==> src/dpll_pkg.sv <==
package dpll_pkg;

   // default widths
   localparam int COUNT_BITS_DEF    = 20;
   localparam int PHASE_BITS_DEF    = 32;
   localparam int FRACTION_BITS_DEF = 24;

   // fixed field widths
   localparam int CV_W   = 25;
   localparam int INC_W  = 32;
   localparam int MODE_W = 2;

   // comparator select
   localparam logic [MODE_W-1:0] MODE_XOR = 2'd0;
   localparam logic [MODE_W-1:0] MODE_RS  = 2'd1;
   localparam logic [MODE_W-1:0] MODE_PFD = 2'd2;

   // comparator level codes
   localparam logic [1:0] LVL_ZERO = 2'd0;
   localparam logic [1:0] LVL_HALF = 2'd1;
   localparam logic [1:0] LVL_FULL = 2'd2;

   // register indexes
   localparam logic [1:0] CSR_MODE    = 2'd0;
   localparam logic [1:0] CSR_MIN_INC = 2'd1;
   localparam logic [1:0] CSR_MAX_INC = 2'd2;
   localparam logic [1:0] CSR_GAIN    = 2'd3;

   // register reset values
   localparam logic [MODE_W-1:0] MODE_RST    = MODE_RS;
   localparam logic [INC_W-1:0]  MIN_INC_RST = 32'd1947831;
   localparam logic [INC_W-1:0]  MAX_INC_RST = 32'd217774124;
   localparam logic [CV_W-1:0]   GAIN_RST    = 25'd23887;

   typedef struct packed {
      logic              upd;
      logic [MODE_W-1:0] mode;
   } dpll_det_ctrl_type;

endpackage

==> src/dpll_detect.sv <==
module dpll_detect #(
   parameter int COUNT_BITS = dpll_pkg::COUNT_BITS_DEF
) (
   input  logic                        clock,
   input  logic                        reset,
   input  dpll_pkg::dpll_det_ctrl_type ctrl,
   input  logic                        sig,
   input  logic                        vco,
   output logic [1:0]                  level,
   output logic                        lock
);
   import dpll_pkg::*;

   localparam int DW = COUNT_BITS + 6;
   localparam logic [COUNT_BITS-1:0] CNT_MAX = '1;
   localparam logic [COUNT_BITS-1:0] CNT_TWO = COUNT_BITS'(2);

   logic rs_latch_ff, rs_latch_in;
   logic rs_prev_sig_ff, rs_prev_vco_ff;
   logic pfd_sig_ff, pfd_sig_in, pfd_vco_ff, pfd_vco_in;
   logic pfd_prev_sig_ff, pfd_prev_vco_ff;
   logic lk_prev_sig_ff, lk_prev_vco_ff;
   logic [1:0] level_ff, level_in;
   logic [COUNT_BITS-1:0] sig_cnt_ff, sig_cnt_in, vco_cnt_ff, vco_cnt_in;
   logic [COUNT_BITS-1:0] sig_per_ff, sig_per_in, vco_per_ff, vco_per_in;
   logic [COUNT_BITS-1:0] sig_cnt_up, vco_cnt_up, per_diff;
   logic [DW-1:0] diff_ext, diff50;
   logic rs_r_sig, rs_r_vco, pfd_r_sig, pfd_r_vco, lk_r_sig, lk_r_vco;
   logic lock_en;

   assign rs_r_sig  = ~rs_prev_sig_ff & sig;
   assign rs_r_vco  = ~rs_prev_vco_ff & vco;
   assign pfd_r_sig = ~pfd_prev_sig_ff & sig;
   assign pfd_r_vco = ~pfd_prev_vco_ff & vco;
   assign lk_r_sig  = ~lk_prev_sig_ff & sig;
   assign lk_r_vco  = ~lk_prev_vco_ff & vco;

   always_comb begin
      rs_latch_in = rs_latch_ff;
      pfd_sig_in  = pfd_sig_ff;
      pfd_vco_in  = pfd_vco_ff;
      level_in    = level_ff;
      case (ctrl.mode)
         MODE_XOR: begin
            level_in = (sig != vco) ? LVL_FULL : LVL_ZERO;
         end
         MODE_RS: begin
            // simultaneous edges leave the latch alone
            if (rs_r_sig && !rs_r_vco) rs_latch_in = 1'b1;
            if (rs_r_vco && !rs_r_sig) rs_latch_in = 1'b0;
            level_in = rs_latch_in ? LVL_FULL : LVL_ZERO;
         end
         default: begin
            if (pfd_r_sig) pfd_sig_in = 1'b1;
            if (pfd_r_vco) pfd_vco_in = 1'b1;
            if (pfd_sig_in && pfd_vco_in) begin
               pfd_sig_in = 1'b0;
               pfd_vco_in = 1'b0;
            end
            level_in = pfd_sig_in ? LVL_FULL : (pfd_vco_in ? LVL_ZERO : LVL_HALF);
         end
      endcase
   end

   assign lock_en    = ctrl.upd && (ctrl.mode != MODE_XOR);
   assign sig_cnt_up = (sig_cnt_ff == CNT_MAX) ? CNT_MAX : sig_cnt_ff + 1'b1;
   assign vco_cnt_up = (vco_cnt_ff == CNT_MAX) ? CNT_MAX : vco_cnt_ff + 1'b1;

   always_comb begin
      sig_cnt_in = sig_cnt_up;
      vco_cnt_in = vco_cnt_up;
      sig_per_in = sig_per_ff;
      vco_per_in = vco_per_ff;
      if (lk_r_sig && sig_cnt_up > CNT_TWO) begin
         sig_per_in = sig_cnt_up;
         sig_cnt_in = '0;
      end
      if (lk_r_vco && vco_cnt_up > CNT_TWO) begin
         vco_per_in = vco_cnt_up;
         vco_cnt_in = '0;
      end
   end

   always_ff @(posedge clock) begin
      if (reset) begin
         rs_latch_ff     <= 1'b0;
         rs_prev_sig_ff  <= 1'b0;
         rs_prev_vco_ff  <= 1'b0;
         pfd_sig_ff      <= 1'b0;
         pfd_vco_ff      <= 1'b0;
         pfd_prev_sig_ff <= 1'b0;
         pfd_prev_vco_ff <= 1'b0;
         lk_prev_sig_ff  <= 1'b0;
         lk_prev_vco_ff  <= 1'b0;
         level_ff        <= LVL_ZERO;
         sig_cnt_ff      <= COUNT_BITS'(1);
         vco_cnt_ff      <= COUNT_BITS'(1);
         sig_per_ff      <= '0;
         vco_per_ff      <= '0;
      end else begin
         if (ctrl.upd) begin
            level_ff <= level_in;
            if (ctrl.mode == MODE_RS) begin
               rs_latch_ff    <= rs_latch_in;
               rs_prev_sig_ff <= sig;
               rs_prev_vco_ff <= vco;
            end else if (ctrl.mode != MODE_XOR) begin
               pfd_sig_ff      <= pfd_sig_in;
               pfd_vco_ff      <= pfd_vco_in;
               pfd_prev_sig_ff <= sig;
               pfd_prev_vco_ff <= vco;
            end
         end
         if (lock_en) begin
            lk_prev_sig_ff <= sig;
            lk_prev_vco_ff <= vco;
            sig_cnt_ff     <= sig_cnt_in;
            vco_cnt_ff     <= vco_cnt_in;
            sig_per_ff     <= sig_per_in;
            vco_per_ff     <= vco_per_in;
         end
      end
   end

   // periods match when 50 * |difference| is below the input period
   assign per_diff = (sig_per_ff > vco_per_ff) ? sig_per_ff - vco_per_ff
                                               : vco_per_ff - sig_per_ff;
   assign diff_ext = DW'(per_diff);
   assign diff50   = (diff_ext << 5) + (diff_ext << 4) + (diff_ext << 1);

   assign level = level_ff;
   assign lock  = (ctrl.mode != MODE_XOR) && (sig_per_ff != '0) && (vco_per_ff != '0)
                  && (diff50 < DW'(sig_per_ff));

endmodule

==> src/digital_pll_three_comparators_unit.sv <==
// Digital PLL with XOR, RS flip-flop and phase-frequency comparators. Each request carries
// one audio sample and an optional control override; it yields one response with the VCO
// level, comparator level, new loop filter value and lock flag. A request runs through a
// sequencer that passes the phase increment product and the loop filter product through one
// shared multiplier, with rounding, phase, comparator and magnitude steps between them, before
// the response is loaded. The block takes a new request once the previous one has reached
// the response register, not before; a held response stalls the last step.
module digital_pll_three_comparators_unit #(
   parameter int COUNT_BITS    = dpll_pkg::COUNT_BITS_DEF,
   parameter int PHASE_BITS    = dpll_pkg::PHASE_BITS_DEF,
   parameter int FRACTION_BITS = dpll_pkg::FRACTION_BITS_DEF
) (
   input  logic        clock,
   input  logic        reset,
   input  logic        req_tvalid,
   output logic        req_tready,
   input  logic [47:0] req_tdata,   // signal_sample[15:0], cv_override[40:16]
   input  logic        req_tuser,   // use_override
   output logic        rsp_tvalid,
   input  logic        rsp_tready,
   output logic [31:0] rsp_tdata,   // vco_high[0], comparator_level[2:1],
                                    // filter_level[27:3], lock_flag[28]
   input  logic        csr_we,
   input  logic [1:0]  csr_index,
   input  logic [31:0] csr_wdata
);
   import dpll_pkg::*;

   localparam int FW = FRACTION_BITS + 1;
   localparam int GW = (FW > CV_W) ? FW : CV_W;
   localparam int PW = INC_W + FW;
   localparam int HW = PW - FRACTION_BITS;
   localparam int SW = (PHASE_BITS > HW + 1) ? PHASE_BITS : HW + 1;
   localparam logic [FW-1:0] ONE_F  = FW'(1) << FRACTION_BITS;
   localparam logic [FW-1:0] HALF_F = FW'(1) << (FRACTION_BITS - 1);
   localparam logic [GW-1:0] ONE_G  = GW'(1) << FRACTION_BITS;

   typedef enum logic [7:0] {
      ST_IDLE = 8'b0000_0001,
      ST_INC  = 8'b0000_0010,
      ST_RND  = 8'b0000_0100,
      ST_VCO  = 8'b0000_1000,
      ST_CMP  = 8'b0001_0000,
      ST_MAG  = 8'b0010_0000,
      ST_FMUL = 8'b0100_0000,
      ST_DONE = 8'b1000_0000
   } dpll_state_type;

   dpll_state_type state_ff, state_in;
   logic [MODE_W-1:0] mode_ff;
   logic [INC_W-1:0] min_ff, max_ff, diff_ff, diff_in;
   logic [CV_W-1:0] gain_ff;
   logic sig_ff, sig_in, vco_ff, vco_in, up_ff, up_in;
   logic [FW-1:0] cv_ff, cv_in, filter_ff, filter_in, mag_ff, mag_in;
   logic [PW-1:0] prod_ff, prod_in;
   logic [PHASE_BITS-1:0] inc_ff, inc_in, phase_ff, phase_in;
   logic rsp_valid_ff;
   logic [31:0] rsp_data_ff, rsp_data_in;

   logic accept, out_free;
   logic [15:0] sample;
   logic [GW-1:0] cv_ext, gain_ext, filt_ext;
   logic [FW-1:0] cv_clamp, filt_clamp, gain_clamp, pc, delta;
   logic [INC_W-1:0] mul_a;
   logic [FW-1:0] mul_b;
   logic [SW-1:0] inc_sum;
   logic [HW:0] delta_sum;
   logic [1:0] level;
   logic lock;
   dpll_det_ctrl_type det_ctrl;

   assign accept   = req_tvalid && req_tready;
   assign out_free = !rsp_valid_ff || rsp_tready;
   assign sample   = req_tdata[15:0];

   assign cv_ext     = GW'(req_tdata[40:16]);
   assign cv_clamp   = (cv_ext > ONE_G) ? ONE_F : cv_ext[FW-1:0];
   assign filt_clamp = (filter_ff > ONE_F) ? ONE_F : filter_ff;
   assign gain_ext   = GW'(gain_ff);
   assign gain_clamp = (gain_ext > ONE_G) ? ONE_F : gain_ext[FW-1:0];

   // shared multiplier: increment product first, loop filter product later
   assign mul_a   = (state_ff == ST_FMUL) ? INC_W'(gain_clamp) : diff_ff;
   assign mul_b   = (state_ff == ST_FMUL) ? mag_ff : cv_ff;
   assign prod_in = PW'(mul_a) * PW'(mul_b);

   // round half up through the carry of the bit below the fraction point
   assign inc_sum   = SW'(min_ff) + SW'(prod_ff[PW-1:FRACTION_BITS])
                      + SW'(prod_ff[FRACTION_BITS-1]);
   assign delta_sum = (HW+1)'(prod_ff[PW-1:FRACTION_BITS]) + (HW+1)'(prod_ff[FRACTION_BITS-1]);
   assign delta     = delta_sum[FW-1:0];

   always_comb begin
      case (level)
         LVL_ZERO: pc = '0;
         LVL_HALF: pc = HALF_F;
         default:  pc = ONE_F;
      endcase
   end

   assign det_ctrl.upd  = (state_ff == ST_CMP);
   assign det_ctrl.mode = mode_ff;

   dpll_detect #(
      .COUNT_BITS(COUNT_BITS)
   ) u_detect (
      .clock (clock),
      .reset (reset),
      .ctrl  (det_ctrl),
      .sig   (sig_ff),
      .vco   (vco_ff),
      .level (level),
      .lock  (lock)
   );

   always_comb begin
      state_in    = state_ff;
      sig_in      = sig_ff;
      cv_in       = cv_ff;
      diff_in     = diff_ff;
      inc_in      = inc_ff;
      phase_in    = phase_ff;
      vco_in      = vco_ff;
      up_in       = up_ff;
      mag_in      = mag_ff;
      filter_in   = filter_ff;
      rsp_data_in = rsp_data_ff;
      filt_ext    = '0;
      unique case (state_ff)
         ST_IDLE: begin
            if (accept) begin
               sig_in   = (sample != 16'd0) && !sample[15];
               cv_in    = req_tuser ? cv_clamp : filt_clamp;
               diff_in  = (max_ff > min_ff) ? max_ff - min_ff : '0;
               state_in = ST_INC;
            end
         end
         ST_INC: state_in = ST_RND;
         ST_RND: begin
            inc_in   = inc_sum[PHASE_BITS-1:0];
            state_in = ST_VCO;
         end
         ST_VCO: begin
            phase_in = phase_ff + inc_ff;
            vco_in   = !phase_in[PHASE_BITS-1];
            state_in = ST_CMP;
         end
         ST_CMP: state_in = ST_MAG;
         ST_MAG: begin
            up_in    = (pc >= filter_ff);
            mag_in   = up_in ? pc - filter_ff : filter_ff - pc;
            state_in = ST_FMUL;
         end
         ST_FMUL: state_in = ST_DONE;
         ST_DONE: begin
            if (out_free) begin
               filter_in   = up_ff ? filter_ff + delta : filter_ff - delta;
               filt_ext    = GW'(filter_in);
               rsp_data_in = {3'b000, lock, filt_ext[CV_W-1:0], level, vco_ff};
               state_in    = ST_IDLE;
            end
         end
         default: state_in = ST_IDLE;
      endcase
   end

   always_ff @(posedge clock) begin
      if (reset) begin
         state_ff     <= ST_IDLE;
         mode_ff      <= MODE_RST;
         min_ff       <= MIN_INC_RST;
         max_ff       <= MAX_INC_RST;
         gain_ff      <= GAIN_RST;
         phase_ff     <= '0;
         filter_ff    <= HALF_F;
         rsp_valid_ff <= 1'b0;
      end else begin
         state_ff  <= state_in;
         phase_ff  <= phase_in;
         filter_ff <= filter_in;
         if (csr_we) begin
            unique case (csr_index)
               CSR_MODE:    mode_ff <= csr_wdata[MODE_W-1:0];
               CSR_MIN_INC: min_ff  <= csr_wdata;
               CSR_MAX_INC: max_ff  <= csr_wdata;
               CSR_GAIN:    gain_ff <= csr_wdata[CV_W-1:0];
            endcase
         end
         if (state_ff == ST_DONE && out_free) begin
            rsp_valid_ff <= 1'b1;
         end else if (rsp_tready) begin
            rsp_valid_ff <= 1'b0;
         end
      end
   end

   always_ff @(posedge clock) begin
      sig_ff      <= sig_in;
      cv_ff       <= cv_in;
      diff_ff     <= diff_in;
      inc_ff      <= inc_in;
      vco_ff      <= vco_in;
      up_ff       <= up_in;
      mag_ff      <= mag_in;
      rsp_data_ff <= rsp_data_in;
      if (state_ff == ST_INC || state_ff == ST_FMUL) begin
         prod_ff <= prod_in;
      end
   end

   assign req_tready = (state_ff == ST_IDLE);
   assign rsp_tvalid = rsp_valid_ff;
   assign rsp_tdata  = rsp_data_ff;

endmodule

==> config.mk <==
export PLATFORM = sky130hd
export DESIGN_NAME = digital_pll_three_comparators_unit
export DESIGN_NICKNAME = d
export VERILOG_FILES = /design/src/dpll_pkg.sv /design/src/dpll_detect.sv /design/src/digital_pll_three_comparators_unit.sv
export SDC_FILE = /design/constraint.sdc
export NUM_CORES = 2
export LEC_CHECK = 0
export ABC_CLOCK_PERIOD_IN_PS = 12700
export BUFFER_PORTS_ARGS = -buffer_cell sky130_fd_sc_hd__buf_4
export CORE_UTILIZATION = 66
export DETAILED_ROUTE_END_ITERATION = 16
export PLACE_DENSITY = 0.91
export SYNTH_ARGS = -nofsm -noshare
export SYNTH_HDL_FRONTEND = slang
export SYNTH_SLANG_ARGS = --single-unit
==> constraint.sdc <==
create_clock -name clock -period 12.7 [get_ports clock]
set_input_delay 0 -clock clock [delete_from_list [all_inputs] [get_ports clock]]
set_output_delay 0 -clock clock [all_outputs]
set_load 0.005 [all_outputs]
==> run summary <==
The fmax is 91.6 MHz. The routed wire length per instance came out at 22.0 um. The deepest clock path buffer count is 3. The number of synthesized flops with an enable pin came out at approximately 180. The final layout net count is 7186.

From left edge to right edge, the die measures 282 um. The area inside the core boundary came out at approximately 0.077 sq mm. The multi-input combinational cell area came out at ~0.037 sq mm. The HPWL after detailed placement is 118 mm. The data required time of the worst path came out at 13050 ps.

The path class of the tightest hold or removal check is input pin to flip-flop. The count of warnings emitted by yosys is 0. The deepest level of the CTS H-tree is 2. The wire length of the first global-routing pass is 243 mm. The routability congestion estimate came out at 1.01. The root buffer cell is clkbuf_16. The final-report hold violation count came out at 0. The latest clock arrival within the worst-skew pair is 610 ps. Cells with a size suffix above 1 make up 5.32% of the layout. The total iterations of the first detailed-routing run came out at 9. The largest area contributor in the synthesized netlist is fa_1. The DRC violations left came out at 0. The number of global-route vias before repair was 45900. In this run the count of I/O pins placed on the die edge is 122. The global router's overall resource usage came out at 39.7%.

Sorting the synthesized cells by how often they occur yields 885 x inv_1, 797 x nand2_1, 709 x fa_1. The synthesized design contains approximately 430 register bits. Setup violations remaining at the end of the flow were counted as 0. After routing, the total negative slack on setup checks comes to 0 ps.

The cell depth of the worst flop-to-flop path is 30. The setup clock skew after layout came out at 30.8 ps. Along the worst path, the maximum fanout reaches 46. TritonCTS built the clock tree.

The via density per instance is 6.36. The count of final max-slew check failures is 0. The library cell contributing the largest single delay on the critical path is a21oi_4. The initial antenna violation count is 2. The area of the die came out at 0.0794 sq mm.

The growth of design area from synthesis to finish came out at 7.63%. The number of distinct standard cells referenced by the synthesized netlist is 80. The number of core rows is approximately 100. The total grt overflow is 0. The data arrival time of the worst path came out at 11270 ps. The post-CTS clock slew at the launch and capture registers of the worst setup and hold paths is around 70 ps.

The mapped netlist covers 0.0517 sq mm. The worst hold margin came out at 112 ps. For this run, the leading register cell type out of synthesis is dfxtp_1.

The chip height is around 280 um. The routed wire length came out at around 160 mm. The final critical delay including setup and external delays came out at approximately 11000 ps. The tightest slew margin relative to the limit came out at 16.4%. The cell count after synthesis came out at between 5000 and 6000. The fraction of registers with async set/reset is 0%. The element type at the critical path end is a flip-flop.

Summing all flip-flop and latch instances after layout gives 0.0103 sq mm. For this block, the via count after detailed routing is approximately 45000. The type of origin of the critical path is a flip-flop. Setup repair after global routing left no endpoint under its margin. The number of buffers inserted during clock tree synthesis came out at 45. The flow ran to the end, and the final reports show no timing, DRC or antenna violations.

The pin count of the biggest net entering global routing is 102. Dividing the final minimum period by the clock period gives a little under nine tenths. The number of filler instances in the final layout is approximately 5400. On the worst path, the slowest cell contributes a delay of 980 ps. The average size of a mapped cell came out at 8.66 sq um.

The number of setup buffers added after CTS is 0. Max-cap violations in this run came to 0. By instance count, the leading cell after synthesis is inv_1. The initial standard-cell utilization of the core is 66.7%. The fraction of the yosys area taken by sequential cells came out at 20.0%. By area the synthesized netlist is led by fa_1 27%, edfxtp_1 10%, dfxtp_1 9.6%, ha_1 9.5%, inv_1 6.4%.

Among the stages of the critical path, the cell type that occurs most often is fa_1. At the pin with the least slew margin, the transition time is 1250 ps. The share of the synthesized area in the top cell type came out at 27.5%. The kind of critical path is flip-flop to flip-flop.

Once detail routing completed, the nets flagged for antenna violations numbered 0. The placed instances occupy a cell area of roughly 0.053 sq mm. The clock drives 427 sinks.

The initial detailed-routing violation count is 5047. The count of cells along the worst hold path came out at 4. The count of input and output buffers is around 110. The final instance area is 0.0556 sq mm.
-- critical path: cells and delay by family, from the launching register on --
kind / cells / cell delay, ps
XOR/XNOR: 1 / 90
AO/OA/AOI/OAI: 12 / 4660
adder cells (fa/ha/maj): 8 / 3890
buffers and inverters: 5 / 270
AND/OR/NAND/NOR: 4 / 1400
flip-flops: 1 / 370
-- layer usage --
layer / part of all wire (%) / GRT usage [%]
met2: 44 / 62.4
met5: 0.0071 / 0
met3: 13 / 11.5
met1: 34 / 47.1
met4: 8.7 / 27.7
-- cell families after synthesis --
| kind of cell | Yosys count | share of synthesized area (%) |
|---|---|---|
| buffers and inverters | 1173 | 8.62 |
| multiplexers | 48 | 0.954 |
| XOR/XNOR | 258 | 4.40 |
| adder cells (fa/ha/maj) | 1103 | 37.0 |
| AND/OR/NAND/NOR | 2008 | 17.3 |
| flip-flops | 427 | 20.0 |
| AO/OA/AOI/OAI | 948 | 11.7 |
| other | 1 | 0.00726 |
-- stage by stage --
step                std cells  setup WS [ps]  utilization [%]
detailed placement       6916           2180             69.0
global placement         6916           2500             69.0
finish                   7076           1780             71.8
CTS                      7071           2190             71.8
global route             7071           1630             71.8
floorplan                5968           3700                -
-- final timing paths --
kind / slack, ps / from / endpoint
setup reg to reg: 1780 / state_ff[7] / prod_ff[55]
hold / removal: 110 / req_tuser / cv_ff[10]
hold reg to reg: 460 / u_detect.pfd_vco_ff / u_detect.pfd_vco_ff
setup / recovery: 1780 / state_ff[7] / prod_ff[55]
-- flip-flops by register name (all words and copies together), names as in the netlist, 2 cells and up --
name                 flops
prod_ff                 33
diff_ff                 32
inc_ff                  32
max_ff                  32
min_ff                  32
phase_ff                32
rsp_tdata               29
cv_ff                   25
filter_ff               25
gain_ext                25
mag_ff                  25
u_detect.sig_cnt_ff     20
u_detect.sig_per_ff     20
u_detect.vco_cnt_ff     20
u_detect.vco_per_ff     20
state_ff                 8
mode_ff                  2
u_detect.level           2
-- cell type report --
type / count / area share (%)
Multi-Input combinational cell: 4368 / 66.5
Sequential cell: 427 / 18.6
Inverter: 887 / 5.99
Timing Repair Buffer: 266 / 3.92
Tap cell: 1040 / 2.34
Clock buffer: 66 / 2.33
Clock inverter: 17 / 0.308
Antenna cell: 5 / 0.0225
-- cells in the final DEF, fill, tap and decap left out, drive strengths merged, types with 13 or more instances in the layout --
| master | netlist | final |
|---|---|---|
| a211oi | 35 | 35 |
| a21o | 101 | 101 |
| a21oi | 361 | 361 |
| a22o | 50 | 50 |
| a22oi | 35 | 35 |
| a311oi | 17 | 17 |
| a31oi | 26 | 26 |
| and2 | 35 | 35 |
| and3 | 140 | 140 |
| buf | 34 | 194 |
| clkbuf | 252 | 66 |
| dfxtp | 248 | 248 |
| dlygate4sd3 | 0 | 72 |
| edfxtp | 179 | 179 |
| fa | 709 | 709 |
| ha | 394 | 394 |
| inv | 885 | 889 |
| mux2i | 38 | 38 |
| nand2 | 797 | 797 |
| nand2b | 53 | 53 |
| nand3 | 135 | 135 |
| nand3b | 13 | 13 |
| nand4 | 27 | 27 |
| nor2 | 591 | 591 |
| nor2b | 37 | 37 |
| nor3 | 81 | 81 |
| nor4 | 35 | 35 |
| o211ai | 15 | 15 |
| o21a | 27 | 27 |
| o21ai | 139 | 139 |
| o21bai | 36 | 36 |
| or2 | 13 | 13 |
| or3 | 15 | 15 |
| xnor2 | 176 | 176 |
| xor2 | 81 | 81 |
-- timing repair --
item | CTS | global route
gates resized for setup | 0 | 0
hold buffers | 72 | 0
hold endpoints to repair | 160 | 0
Power is left out: the tool's default activity adds up to more than one toggle a clock period on the data nets, which glitch-free logic cannot reach.
